===== config.mk =====
export PLATFORM = sky130hd
export DESIGN_NAME = nos_divider
export DESIGN_NICKNAME = d
export VERILOG_FILES = /design/src/hw/rtl/nos_pkg.sv /design/src/hw/rtl/nos_divider.sv
export SDC_FILE = /design/constraint.sdc
export NUM_CORES = 1
export LEC_CHECK = 0
export ABC_AREA = 1
export BUFFER_PORTS_ARGS = -buffer_cell sky130_fd_sc_hd__clkbuf_2
export CORE_ASPECT_RATIO = 1.25
export CORE_MARGIN = 2
export CORE_UTILIZATION = 62
export CTS_CLUSTER_DIAMETER = 120
export DETAILED_ROUTE_END_ITERATION = 16
export GPL_TIMING_DRIVEN = 0
export MAX_ROUTING_LAYER = met4
export PLACE_DENSITY = 0.9
export SLEW_MARGIN = 20
export SYNTH_ARGS = -nofsm -noshare
export SYNTH_HDL_FRONTEND = slang
export SYNTH_SLANG_ARGS = --single-unit

===== constraint.sdc =====
create_clock -name i_clk -period 8.4 [get_ports i_clk]
set_input_delay 2.52 -clock i_clk [delete_from_list [all_inputs] [get_ports i_clk]]
set_output_delay 2.52 -clock i_clk [all_outputs]
set_load 0.005 [all_outputs]

===== src/hw/rtl/nos_pkg.sv =====
`timescale 1ns / 1ps
package nos_pkg;
    localparam int DataWidth = 32;
    localparam int FracBits  = 16;
    localparam int SqWidth   = 32;
    // scaled values: products up to 64+64 bits, numerator sums need a few more
    localparam int AccWidth  = 136;
    localparam int CfgIdxW   = 2;
    // shared multiplier operand width: one data word plus a sign bit
    localparam int MulWidth  = DataWidth + 1;

    localparam logic [CfgIdxW-1:0] CfgStepSq      = 2'd0;
    localparam logic [CfgIdxW-1:0] CfgStartFirst  = 2'd1;
    localparam logic [CfgIdxW-1:0] CfgStartSecond = 2'd2;

    localparam int QuoWidth  = DataWidth + 2;
    localparam int CntWidth  = 6;

    typedef enum logic [3:0] {
        t_st_idle,
        t_st_m_den,
        t_st_m_s,
        t_st_m_s0,
        t_st_m_sm,
        t_st_m_g0,
        t_st_m_g0_lo,
        t_st_m_g0_hi,
        t_st_m_gm,
        t_st_m_gm_lo,
        t_st_m_gm_hi,
        t_st_setup,
        t_st_div,
        t_st_round,
        t_st_out
    } t_state;

    typedef struct packed {
        logic start;
        logic [AccWidth-1:0] num_abs;
        logic [AccWidth-1:0] den_abs;
    } t_div_req;

    typedef struct packed {
        logic                busy;
        logic                done;
        logic [QuoWidth-1:0] quo;
        logic                ovf;
    } t_div_rsp;
endpackage


===== src/hw/rtl/nos_divider.sv =====
`timescale 1ns / 1ps
module nos_divider (
    input  logic              i_clk,
    input  logic              i_rst_n,
    input  nos_pkg::t_div_req i_req,
    output nos_pkg::t_div_rsp o_rsp
);
    localparam int AW = nos_pkg::AccWidth;
    localparam int QW = nos_pkg::QuoWidth;
    localparam int CW = nos_pkg::CntWidth;
    // restoring division producing QW quotient bits; higher quotient bits mean overflow
    logic [AW-1:0] r_rem;
    logic [AW-1:0] r_num;
    logic [AW-1:0] r_den;
    logic [QW-1:0] r_quo;
    logic          r_ovf;
    logic          r_busy;
    logic          r_done;
    logic [CW-1:0] r_cnt;
    logic [AW:0]   w_trial;
    logic [AW:0]   w_sh;

    assign w_sh    = {r_rem, r_num[AW-1]};
    assign w_trial = w_sh - {1'b0, r_den};

    always_ff @(posedge i_clk) begin
        if (!i_rst_n) begin
            r_busy <= 1'b0;
            r_done <= 1'b0;
            r_cnt  <= '0;
        end else begin
            r_done <= 1'b0;
            if (i_req.start) begin
                r_busy <= 1'b1;
                r_cnt  <= CW'(QW);
            end else if (r_busy) begin
                r_cnt <= r_cnt - 1'b1;
                if (r_cnt == CW'(1)) begin
                    r_busy <= 1'b0;
                    r_done <= 1'b1;
                end
            end
        end
    end

    always_ff @(posedge i_clk) begin
        if (i_req.start) begin
            // prefix: check num < den * 2^QW, else quotient overflows
            r_ovf <= (i_req.num_abs >> QW) >= i_req.den_abs;
            r_rem <= i_req.num_abs >> QW;
            r_num <= i_req.num_abs << (AW - QW);
            r_den <= i_req.den_abs;
            r_quo <= '0;
        end else if (r_busy) begin
            r_num <= r_num << 1;
            if (!w_trial[AW]) begin
                r_rem <= w_trial[AW-1:0];
                r_quo <= {r_quo[QW-2:0], 1'b1};
            end else begin
                r_rem <= w_sh[AW-1:0];
                r_quo <= {r_quo[QW-2:0], 1'b0};
            end
        end
    end

    // rounding folded in here: the quotient gets one added when 2*rem >= den
    logic w_half;
    assign w_half = ({r_rem, 1'b0} >= {1'b0, r_den});

    always_comb begin
        o_rsp.busy = r_busy;
        o_rsp.done = r_done;
        o_rsp.quo  = r_quo + QW'(w_half);
        o_rsp.ovf  = r_ovf | (&r_quo & w_half);
    end
endmodule


==> impl_metrics.py <==
metrics = {
    "outcome": {
        "status": "complete, no violations",
    },
    "drt": {
        "wl_per_cell_um": 22.23,
        "met2_wirelength_um": 62080,
        "routed-wl-met3_um": 15060,
        "postRouteAntennaNets": 0,
        "viasPerCell": 5.837,
        "drc": 0,
        "top_layer_used": "met4",
        "drt_iter0_drc": 4303,
        "vias": 36301,
        "met1_length_um": 44060,
        "drt-total-wl_um": 138300,
        "dr.pass1.iters": 7,
    },
    "setup_path": {
        "path_class": "flop to output port",
        "startpoint_type": "flop",
        "r2r_start": "r_rem[38]",
        "arrival_ns": 5.62,
        "path_max_fanout": 4,
        "reg2reg_slack_ns": 3.19,
        "required_ns": 5.88,
        "ff2ff_path_depth": 18,
        "r2r-end": "r_rem[35]",
        "critPathCapture": "o_rsp[32]",
        "end_kind": "output port",
        "critPathLaunch": "r_rem[7]",
    },
    "die": {
        "die_h_um": 260.0,
        "coreArea_mm2": 0.05166,
        "pin_count": 312,
        "initial_utilization_pct": 62.91,
        "die_w_um": 208.8,
        "die-area_mm2": 0.05428,
        "rows": 93,
    },
    "synthesis": {
        "synthCells": 5167,
        "synth_fp_nets": 5685,
        "ys_warn_count": 0,
        "yosys.area.top_type_share_pct": 25.22,
        "ys_seq_area_share_pct": 29.90,
        "synth_area_per_cell_um2": 6.290,
        "synth_ff_type": "edfxtp_1",
        "synth_area_mm2": 0.03250,
        "ys_ff_latch": 349,
        "async_flop_share_pct": 0,
        "synth.distinct_cells": 53,
        "synth_area_leader_cell": "edfxtp_1",
        "synth_area_leaders": "edfxtp_1, nand2_1, inv_1",
        "synth_edf_count": 273,
    },
    "cts": {
        "clock_latency_ns": 0.60,
        "cts_tree": "built",
        "clock_sinks": 349,
        "cts.clk_slew.worst_paths_ns": 0.06,
        "clockBufferDepth": 3,
        "post_cts_buffers": 0,
        "cts-root-buf": "clkbuf_16",
        "cts_buffers": 38,
        "htreeDepth": 2,
    },
    "placement": {
        "dpl.hpwl_um": 110400,
        "dp.cells": 6148,
        "port_buffers": 311,
        "pre_cts_ws_ns": 1.048,
        "dpl_cell_area_mm2": 0.03503,
        "gp_congestion": 1.149,
    },
    "cells_and_area": {
        "nNetsFinal": 6041,
        "final_area_mm2": 0.03617,
        "num-fill-cells": 4274,
        "fin_util_pct": 70.01,
        "area_growth_pct": 11.28,
        "drive_above_1_share_pct": 9.078,
        "mostFrequentLayoutCells": "nand2_1, inv_1, nand3_1",
        "final_common_cell": "nand2_1",
        "instances_no_fill": 6219,
    },
    "timing": {
        "hold_viol": 0,
        "fin_worst_skew_ns": 0.03517,
        "setup_tns_ns": 0,
        "setup_ws_ns": 0.2559,
        "min_period_over_period_pct": 96.95,
        "relSlewSlack_pct": 12.60,
        "drv_slew": 0,
        "rsz0062_at_grt": "false",
        "layout_min_cycle_time_ns": 8.144,
        "max_freq_mhz": 122.8,
        "tightest_slew_ns": 1.301,
        "hold_ws_ns": 0.4778,
        "setup_viol": 0,
    },
    "grt": {
        "gr-total-overflow": 0,
        "grt_first_pass_wirelength_um": 201700,
        "grt_max_degree": 75,
        "track_usage_pct": 51.47,
        "antenna_found_initial": 5,
        "grt_pass1_vias": 35587,
    },
    "power_and_ir_drop": {
        "cellPowerDensity_mw_per_mm2": 161.2,
        "total_power_mw": 5.830,
        "leakage_nw": 20.14,
        "peakVddDrop_v": 0.0001845,
    },
    "flow_run": {
        "drv_cap": 0,
    },
    "hold_path": {
        "hold_path.class": "flop to flop",
    },
}
==> Yosys cell counts (3+ instances only) <==
master         count
nand2_1         1911
inv_1           1096
nand3_1          384
nor2_1           378
edfxtp_1         273
ha_1             242
a21oi_1          221
dfxtp_1           76
xnor2_1           65
o21ai_0           60
nand3b_1          52
nor3_1            45
o22ai_1           35
o21bai_1          34
xor2_1            33
nand4_1           27
nand2_2           25
buf_2             23
buf_4             21
clkbuf_1          20
inv_2             19
nor4_1            18
nor2_2            12
buf_6             10
a21o_1             9
o21a_1             9
dlygate4sd1_1      7
o211ai_1           5
and2_1             4
buf_1              4
nand2_4            4
nand3_2            4
nor3_2             4
nor3b_1            4
a21boi_0           3
o21ai_1            3
o221ai_1           3
==> worst max-delay path: stages, from the launching register on <==
cell	delay [ns]
edfxtp_1	0.44
ha_1	0.38
nand2_1	0.16
nor2_1	0.40
nand2_1	0.09
o211ai_1	0.62
nand4_1	0.20
nand4_1	0.31
ha_1	0.25
nand3_1	0.17
nor2_1	0.23
nand3_1	0.25
nor2_1	0.22
nand3_1	0.22
nor2_2	0.21
nand3_1	0.22
nor3_2	0.27
nand2_1	0.11
xor2_1	0.14
clkbuf_2	0.13
==> power by group <==
part / total (mW) / internal [mW] / switching [mW]
clock: 1.62 / 0.847 / 0.774
combinational: 2.13 / 0.621 / 1.51
sequential: 2.08 / 2.01 / 0.0632
total: 5.83 / 3.48 / 2.35
==> layout make-up <==
| class | instances | area [um^2] | area share, % |
|---|---|---|---|
| antenna | 2 | 5.005 | 0.01384 |
| buffer | 87 | 580.6 | 1.605 |
| clock buffer | 53 | 1007 | 2.785 |
| clock inverter | 16 | 103.9 | 0.2871 |
| inverter | 1117 | 4193 | 11.59 |
| multi-input combinational | 3614 | 18040 | 49.88 |
| sequential | 349 | 9719 | 26.87 |
| tap | 665 | 832.0 | 2.300 |
| timing repair buffer | 316 | 1687 | 4.663 |
==> routing by layer <==
layer	global-route usage, %	vias up
met2	82.84	2421
met3	13.44	864
li1	-	16730
met1	49.97	16286
met4	50.60	0
met5	-	-
==> registers in the layout, summed over array words and instances (netlist names) <==
register / cells
r_ovf: 1
r_num: 34
r_rem: 136
r_done: 1
r_busy: 1
r_den: 136
r_quo: 34
r_cnt: 6
==> how the worst min path moves through the flow <==
stage / start / end / slack (ns) / cells past startpoint
after floorplan: r_rem[102] / r_rem[102] / 0.45 / 2
after global placement: r_rem[131] / r_rem[131] / 0.46 / 2
after detailed placement: r_rem[112] / r_rem[112] / 0.46 / 2
after CTS: r_rem[112] / r_rem[112] / 0.48 / 2
after global routing: r_rem[106] / r_rem[106] / 0.49 / 2
final: r_rem[110] / r_rem[110] / 0.48 / 2
==> kinds of logic (layout without fill, tap and decap cells) <==
kind of cell	Yosys count	count (layout)	synth area share [%]
AND/OR/NAND/NOR	2880	2880	36.61
buffers and inverters	1204	1589	14.68
AO/OA/AOI/OAI	393	393	6.791
flip-flops	349	349	29.90
adder cells (fa/ha/maj)	243	243	9.378
XOR/XNOR	98	98	2.641
other	0	2	0
==> repair_timing <==
action                     CTS  global route
setup endpoints to repair    0             6
resized for setup            0             7
hold buffers                 0             0
(Power assumes the default switching activity.)
